File: config.mk
export PLATFORM = sky130hd
export DESIGN_NAME = pip_dpath
export DESIGN_NICKNAME = d
export VERILOG_FILES = /design/src/rtl/pip_pkg.sv /design/src/rtl/pip_ram.sv /design/src/rtl/pip_dpath.sv
export SDC_FILE = /design/constraint.sdc
export NUM_CORES = 2
export LEC_CHECK = 0
export ABC_CLOCK_PERIOD_IN_PS = 12800
export BUFFER_PORTS_ARGS = -buffer_cell sky130_fd_sc_hd__buf_4
export CAP_MARGIN = 20
export CORE_MARGIN = 1
export CORE_UTILIZATION = 45
export CTS_BUF_LIST = sky130_fd_sc_hd__clkbuf_8
export CTS_CLUSTER_SIZE = 28
export DETAILED_ROUTE_END_ITERATION = 8
export PLACE_DENSITY = 0.68
export SYNTH_ARGS = -nofsm -noshare
export SYNTH_HDL_FRONTEND = slang
export SYNTH_SLANG_ARGS = --single-unit
File: constraint.sdc
create_clock -name clk_i -period 12.8 [get_ports clk_i]
set_input_delay 1.28 -clock clk_i [delete_from_list [all_inputs] [get_ports clk_i]]
set_output_delay 1.28 -clock clk_i [all_outputs]
set_load 0.01 [all_outputs]
File: src/rtl/pip_pkg.sv
// ----------------------------------------------------------------------------
// pip_pkg
// Shared types and constants of the point-in-polygon test block.
// ----------------------------------------------------------------------------
package pip_pkg;

  localparam int COORD_FIELD_W = 16;
  localparam int INDEX_W       = 4;
  localparam int COUNT_W       = 5;
  localparam int MIN_VERTICES  = 3;

  localparam logic FUNC_WRITE = 1'b0;
  localparam logic FUNC_QUERY = 1'b1;

  // Commands from the controller to the datapath
  typedef struct packed {
    logic wr_en;       // write one vertex word into the store
    logic load_point;  // capture the query point, clear the parity flag
    logic rd_en;       // read one vertex from the store
    logic rd_first;    // this read only primes the previous-vertex register
  } pip_cmd_t;

endpackage

File: src/rtl/pip_ram.sv
// ----------------------------------------------------------------------------
// pip_ram
// Generic single-write, single-read RAM with registered read data.
// ----------------------------------------------------------------------------
module pip_ram #(
  parameter int WIDTH = 32,
  parameter int DEPTH = 16
) (
  input  logic                     clk_i,
  input  logic                     we_i,
  input  logic [$clog2(DEPTH)-1:0] waddr_i,
  input  logic [WIDTH-1:0]         wdata_i,
  input  logic                     re_i,
  input  logic [$clog2(DEPTH)-1:0] raddr_i,
  output logic [WIDTH-1:0]         rdata_o
);

  logic [WIDTH-1:0] mem_q [DEPTH];
  logic [WIDTH-1:0] rdata_q;

  always_ff @(posedge clk_i) begin
    if (we_i) begin
      mem_q[waddr_i] <= wdata_i;
    end
    if (re_i) begin
      rdata_q <= mem_q[raddr_i];
    end
  end

  assign rdata_o = rdata_q;

endmodule

File: src/rtl/pip_dpath.sv
// ----------------------------------------------------------------------------
// pip_dpath
// Datapath: vertex store, edge crossing products and even-odd parity flag.
// ----------------------------------------------------------------------------
module pip_dpath import pip_pkg::*; #(
  parameter int MAX_VERTICES = 16,
  parameter int COORD_WIDTH  = 16
) (
  input  logic                            clk_i,
  input  logic                            rst_ni,
  input  pip_cmd_t                        cmd_i,
  input  logic [$clog2(MAX_VERTICES)-1:0] rd_addr_i,
  input  logic [INDEX_W-1:0]              vertex_index_i,
  input  logic signed [COORD_FIELD_W-1:0] x_coord_i,
  input  logic signed [COORD_FIELD_W-1:0] y_coord_i,
  output logic                            inside_o
);

  localparam int AW = $clog2(MAX_VERTICES);
  localparam int IW = ((AW > INDEX_W) ? AW : INDEX_W) + 1;
  localparam int FW = (COORD_WIDTH > COORD_FIELD_W) ? COORD_WIDTH : COORD_FIELD_W;
  localparam int DW = COORD_WIDTH + 1;
  localparam int PW = 2 * DW;

  // Input coordinates: low COORD_WIDTH bits of the field, sign from the top one
  logic [IW-1:0]                 idx_ext;
  logic                          idx_ok;
  logic [FW-1:0]                 x_ext;
  logic [FW-1:0]                 y_ext;
  logic signed [COORD_WIDTH-1:0] x_cv;
  logic signed [COORD_WIDTH-1:0] y_cv;

  assign idx_ext = IW'(vertex_index_i);
  assign idx_ok  = (idx_ext < IW'(MAX_VERTICES));
  assign x_ext   = FW'($unsigned(x_coord_i));
  assign y_ext   = FW'($unsigned(y_coord_i));
  assign x_cv    = x_ext[COORD_WIDTH-1:0];
  assign y_cv    = y_ext[COORD_WIDTH-1:0];

  logic [2*COORD_WIDTH-1:0] rdata;

  pip_ram #(
    .WIDTH (2 * COORD_WIDTH),
    .DEPTH (MAX_VERTICES)
  ) u_store (
    .clk_i   (clk_i),
    .we_i    (cmd_i.wr_en && idx_ok),
    .waddr_i (idx_ext[AW-1:0]),
    .wdata_i ({x_cv, y_cv}),
    .re_i    (cmd_i.rd_en),
    .raddr_i (rd_addr_i),
    .rdata_o (rdata)
  );

  logic signed [COORD_WIDTH-1:0] px_q, py_q;
  logic signed [COORD_WIDTH-1:0] prev_x_q, prev_y_q;
  logic                          s1_vld_q, s1_first_q;
  logic                          s2_vld_q, s2_cross_q, s2_up_q;
  logic signed [PW-1:0]          prod_l_q, prod_r_q;
  logic                          acc_q;

  logic signed [COORD_WIDTH-1:0] cur_x, cur_y;
  logic signed [DW-1:0]          diff_a, diff_b, diff_c, diff_d;
  logic signed [PW-1:0]          prod_l_d, prod_r_d;
  logic                          cross_d, up_d, hit;

  assign cur_x = rdata[2*COORD_WIDTH-1:COORD_WIDTH];
  assign cur_y = rdata[COORD_WIDTH-1:0];

  // Edge from current vertex i to previous vertex j
  assign diff_a   = DW'(px_q) - DW'(cur_x);
  assign diff_b   = DW'(prev_y_q) - DW'(cur_y);
  assign diff_c   = DW'(prev_x_q) - DW'(cur_x);
  assign diff_d   = DW'(py_q) - DW'(cur_y);
  assign prod_l_d = PW'(diff_a) * PW'(diff_b);
  assign prod_r_d = PW'(diff_c) * PW'(diff_d);
  assign cross_d  = (cur_y > py_q) != (prev_y_q > py_q);
  assign up_d     = (prev_y_q > cur_y);

  // Compare sides by the direction of the edge in y
  assign hit = s2_cross_q && (s2_up_q ? (prod_l_q < prod_r_q) : (prod_r_q < prod_l_q));

  always_ff @(posedge clk_i or negedge rst_ni) begin
    if (!rst_ni) begin
      s1_vld_q   <= 1'b0;
      s1_first_q <= 1'b0;
      s2_vld_q   <= 1'b0;
      acc_q      <= 1'b0;
    end else begin
      s1_vld_q   <= cmd_i.rd_en;
      s1_first_q <= cmd_i.rd_first;
      s2_vld_q   <= s1_vld_q && !s1_first_q;
      if (cmd_i.load_point) begin
        acc_q <= 1'b0;
      end else if (s2_vld_q) begin
        acc_q <= acc_q ^ hit;
      end
    end
  end

  always_ff @(posedge clk_i) begin
    if (cmd_i.load_point) begin
      px_q <= x_cv;
      py_q <= y_cv;
    end
    if (s1_vld_q) begin
      prev_x_q   <= cur_x;
      prev_y_q   <= cur_y;
      prod_l_q   <= prod_l_d;
      prod_r_q   <= prod_r_d;
      s2_cross_q <= cross_d;
      s2_up_q    <= up_d;
    end
  end

  assign inside_o = acc_q;

endmodule

== Word-level counts from Yosys, hierarchy flattened ==
Memory sizes are Yosys's and may differ from the RTL's. A register that Yosys moved wholly into a read port is not among the register bits.
Cells that the tools add are included.
Cells by class
  multiply operators: 2
  mux-type cells: 5
  reductions and logical operators: 5
  $add $sub $neg: 4
  $lt $le $gt $ge: 6
  eq/ne operators: 1
  bitwise gates (word level): 1
Operators by type and width (count)
  < comparator 34 bit: 2
  multiplier 17 x 17 -> 34 bit: 2
  subtractor 16 x 16 -> 17 bit: 4
  greater-than comparator 16 bit: 3
  < comparator 4 x 5 -> 1 bit, second input constant: 1
  two-way mux 1 bit: 5
  logical AND 1 bit: 3
  nonzero test 2 bit: 1
  zero test 1 bit: 1
  != test 1 bit: 1
  XOR 1 bit: 1
Word-level totals
  register bits after elaboration: 138
  logic and storage cells: 37
  memories: 1
  RAM bits: 512
  input port bits: 46
  output and inout port bits: 1
Memory list
  u_store.mem_q: words 16, bits a word 32, rd ports 1, clocked after memory_dff 1, wr ports 1, RTL line pip_ram.sv:18  | logic [WIDTH-1:0] mem_q [DEPTH];

== Logic depth before layout (Yosys ltp) ==
  depth in word-level cells: 6
  depth in mapped cells: 34
  depth with buffers taken out: 33

== Hierarchy ==
Synthesis repeated with hierarchy kept, for this count alone.
Second synthesis, totals
  cell total of the unflattened synthesis: 4007
  area, all modules: 50329.5 um^2
Modules (own cells, without submodules)
  pip_dpath: area an instance 30155.2 um^2, cells an instance 3169, sequential area each 4124.0 um^2, instances 1
  pip_ram: area an instance 20174.3 um^2, cells an instance 838, sequential area each 16335.7 um^2, instances 1

== Worst setup path after synthesis ==
OpenSTA, ideal clock, no wires.
  path type: reg-to-reg
  from: register prev_x_q[0]
  to: register prod_r_q[32], data pin
  stages on the path, launching flop included: 34
  period minus slack after synthesis: 7.845 ns
  data required time: 12.539 ns
  path slack: 4.955 ns
  setup time: 0.261 ns
  path buffers: 1
  data arrival time: 7.584 ns
  cells stage by stage: edfxtp_1 -> inv_1 -> ha_1 -> inv_1 -> fa_1 -> a21o_1 -> a21oi_2 -> nor2b_1 -> o31a_1 -> a211o_1 -> a21o_1 -> xor2_1 -> buf_2 -> nand2_1 -> fa_1 -> inv_1 -> fa_1 -> inv_1 -> fa_1 -> inv_1 -> fa_1 -> fa_1 -> inv_1 -> fa_1 -> inv_1 -> ha_1 -> o21ai_0 -> a211o_1 -> nor2_1 -> nor3_1 -> a2bb2oi_1 -> a211oi_1 -> nor2_1 -> a311o_1
Between the ends
  word-level cells in the longest chain between the ends: 2
Ends and longest elaborated chain
  start: declaration: RTL line pip_dpath.sv:56  | logic signed [COORD_WIDTH-1:0] prev_x_q, prev_y_q;
  start signal: assignment: RTL line pip_dpath.sv:107  | prev_x_q <= cur_x;
  subtractor 16 x 16 -> 17 bit: RTL line pip_dpath.sv:73  | assign diff_c = DW'(prev_x_q) - DW'(cur_x);
  multiplier 17 x 17 -> 34 bit: RTL line pip_dpath.sv:76  | assign prod_r_d = PW'(diff_c) * PW'(diff_d);
  named net prod_r_d[32]: RTL line pip_dpath.sv:64  | logic signed [PW-1:0] prod_l_d, prod_r_d;
  end signal: assignment: RTL line pip_dpath.sv:110  | prod_r_q <= prod_r_d;
  end: declaration: RTL line pip_dpath.sv:59  | logic signed [PW-1:0] prod_l_q, prod_r_q;
The timed path passes the listed nets, and every way through them passes these cells.
A chain may end at the register's enable or synchronous reset.

== Worst setup path after layout ==
  from: register u_store.rdata_q[16] (netlist: u_store.rdata_o[16]), read port of u_store.mem_q
  to: register prod_r_q[32], data pin
Between the ends
  word-level cells in the longest chain between the ends: 2
Ends and longest elaborated chain
  start: declaration: RTL line pip_ram.sv:19  | logic [WIDTH-1:0] rdata_q;
  subtractor 16 x 16 -> 17 bit: RTL line pip_dpath.sv:73
  multiplier 17 x 17 -> 34 bit: RTL line pip_dpath.sv:76
  named net prod_r_d[32]: RTL line pip_dpath.sv:64
The timed path passes the listed nets, and every way through them passes these cells.

==> flow_metrics.py <==
metrics = {
    "run_status": {
        "status": "finished, final reports clean",
    },
    "critical_path": {
        "cp-start-kind": "register",
        "crit_required_ns": 13.25,
        "slowest_delay_ns": 0.84,
        "path_class": "reg2reg",
        "worst-path-max-fanout": 5,
        "cpMostUsedCell": "fa_1",
        "end_kind": "register",
        "worstPathArrival_ns": 9.29,
        "cp_slowest_cell": "xnor2_1",
    },
    "global_routing": {
        "grt_overflow_total": 0,
        "grt_start_max_net_pins": 73,
        "grt_pass1_vias": 31881,
        "antenna_found_initial": 5,
        "grt_pass1_wl_um": 191000,
        "grtUsageTotal": 0.224,
    },
    "route": {
        "post_drt_wl_per_cell_um": 21.9,
        "drt-initial-drc-count": 2608,
        "vias": 30551,
        "final_antenna_net_count": 0,
        "drcViolationCount": 0,
        "routed_wl_um": 124000,
        "via_per_inst": 5.41,
        "drt_pass1_iterations": 5,
    },
    "die": {
        "dieArea_um2": 114000,
        "initial_core_util": 0.455,
        "placementRows": 122,
        "die_h_um": 337,
        "die_x_um": 337,
        "pin_count": 47,
        "core_um2": 111000,
    },
    "final_layout": {
        "n_antenna_cell": 0,
        "syn2layout_area_growth_pct": 8.52,
        "drive_gt1_frac": 0.112,
        "layout.nets": 5010,
    },
    "clock_network": {
        "cts.clk_slew.worst_paths_ns": 0.07,
        "cts_buffers": 105,
        "postCtsSetupBuffers": 0,
        "insertion_delay_ns": 0.73,
        "clockBufferDepth": 3,
        "ctsResizeCount": 0,
        "cts_root_buf": "clkbuf_8",
        "cts_hold_buf": 0,
        "clock_sinks": 682,
        "cts_tree": "built",
        "htree_num_levels": 3,
    },
    "timing": {
        "slew_headroom": 0.171,
        "min_period_over_period": 0.691,
        "finClkSkew_ns": 0.0437,
        "slew_violations": 0,
        "report.final.hold_viol_count": 0,
        "setup_viol": 0,
        "rsz0062_at_grt": "no",
        "setup_tns_ns": 0,
        "worst_pin_slew_ns": 1.23,
        "post-route-min-period_ns": 8.84,
        "fmax_mhz": 113,
    },
    "logic_synthesis": {
        "synth-seq-cells": 682,
        "avgSynthCellArea_um2": 12.7,
        "synthMostInstantiatedCell": "inv_1",
        "syn_nets": 4891,
        "netlist_area_um2": 50500,
        "syn_inst": 3965,
        "synth-edff-count": 678,
        "synth_warnings": 0,
        "yosysTopAreaCell": "edfxtp_1",
        "synthArstFlopShare": 0.00587,
        "ys.flop_type": "edfxtp_1",
        "yosysUniqueCellTypes": 84,
        "yosys-top-cells-count": "inv_1 (738), edfxtp_1 (678), fa_1 (596)",
        "synth.top_cells.by_area": "edfxtp_1 (40%), fa_1 (24%), mux4_2 (7.1%)",
        "yosysSeqAreaShare": 0.405,
        "synth_top_area_frac": 0.403,
    },
    "placed_design": {
        "hpwl_um": 89800,
        "gp_congestion": 0.932,
        "portBuffers": 46,
    },
    "job": {
        "drv_cap": 0,
    },
    "hold_path": {
        "hold_class": "in2async",
    },
}
==> metal layers <==
| metal | up-vias | part of all wire | track usage |
|---|---|---|---|
| li1 | 13506 | - | - |
| met1 | 15599 | 0.42 | 0.305 |
| met2 | 1232 | 0.47 | 0.362 |
| met3 | 208 | 0.081 | 0.0485 |
| met4 | 6 | 0.029 | 0.0659 |
| met5 | - | 0.00035 | 0 |
==> registers in the layout, summed over array words and instances, names as in the netlist, 16 cells and up <==
signal / count
prev_x_q: 16
py_q: 16
u_store.rdata_o: 32
px_q: 16
u_store.mem_q: 512
prev_y_q: 16
prod_l_q: 34
prod_r_q: 34
==> placed cells by master (no fill, tap or decap), types with 24 or more instances in the layout <==
master / instances
a21o_1: 42
a21oi_1: 94
and2_1: 40
buf_4: 112
clkbuf_8: 106
clkinv_1: 25
edfxtp_1: 678
fa_1: 596
ha_1: 284
inv_1: 772
mux4_2: 160
nand2_1: 345
nand2b_1: 28
nor2_1: 304
nor2b_1: 49
nor3_1: 36
o21a_1: 24
o21ai_0: 55
xnor2_1: 95
xor2_1: 36
==> critical path: cells and delay by family (launching register included) <==
family                     cells  cell delay (ns)
AOI/OAI and AO/OA              9             2.44
xor gates and xnor gates       1             0.84
DFF                            1             0.40
adders and majority gates      9             4.00
buffers and inverters          3             0.15
and+or+nand+nor                6             0.74
==> worst paths after layout <==
path                                     start      endpoint  slack (ns)  cells after the start
setup / recovery           u_store.rdata_o[16]  prod_r_q[32]        3.96                     28
hold / removal                          rst_ni      s2_vld_q        0.34                      1
setup reg to reg           u_store.rdata_o[16]  prod_r_q[32]        3.96                     28
hold reg to reg                     s1_first_q      s2_vld_q        0.40                      1
max in group asynchronous               rst_ni    s1_first_q       12.30                      1
min in group clk_i                  s1_first_q      s2_vld_q        0.40                      1
==> kinds of logic after synthesis <==
logic type	Yosys count	share of synthesized area
simple gates	901	0.0779
fa+ha+maj	880	0.307
buf+inv	840	0.0641
flops	682	0.405
compound gates	355	0.0487
mux	171	0.0736
xor+xnor	136	0.0240
==> cell type report <==
type                    count  area, µm²
flip-flops and latches    682      20500
clock inverters            80        458
multi-input cells        2443      26900
well taps                1488       1860
inverters                 738       2770
fillers                  9606      56200
clock buffers             105       1450
repair buffers            114        870
==> metrics by stage <==
step	std cells	hold slack (ns)	cell area [µm²]	worst slack, ns	util
finish	5650	0.341	54800	3.96	0.494
global route	5650	0.290	54800	3.59	0.494
CTS	5645	0.272	54800	3.85	0.493
detailed placement	5460	0.430	52900	3.87	0.476
global placement	5459	0.423	52900	4.01	0.476
floorplan	3965	0.378	50500	4.95	-
Power is left out: the tool's default activity adds up to more than one toggle a clock period on the data nets, which glitch-free logic cannot reach.
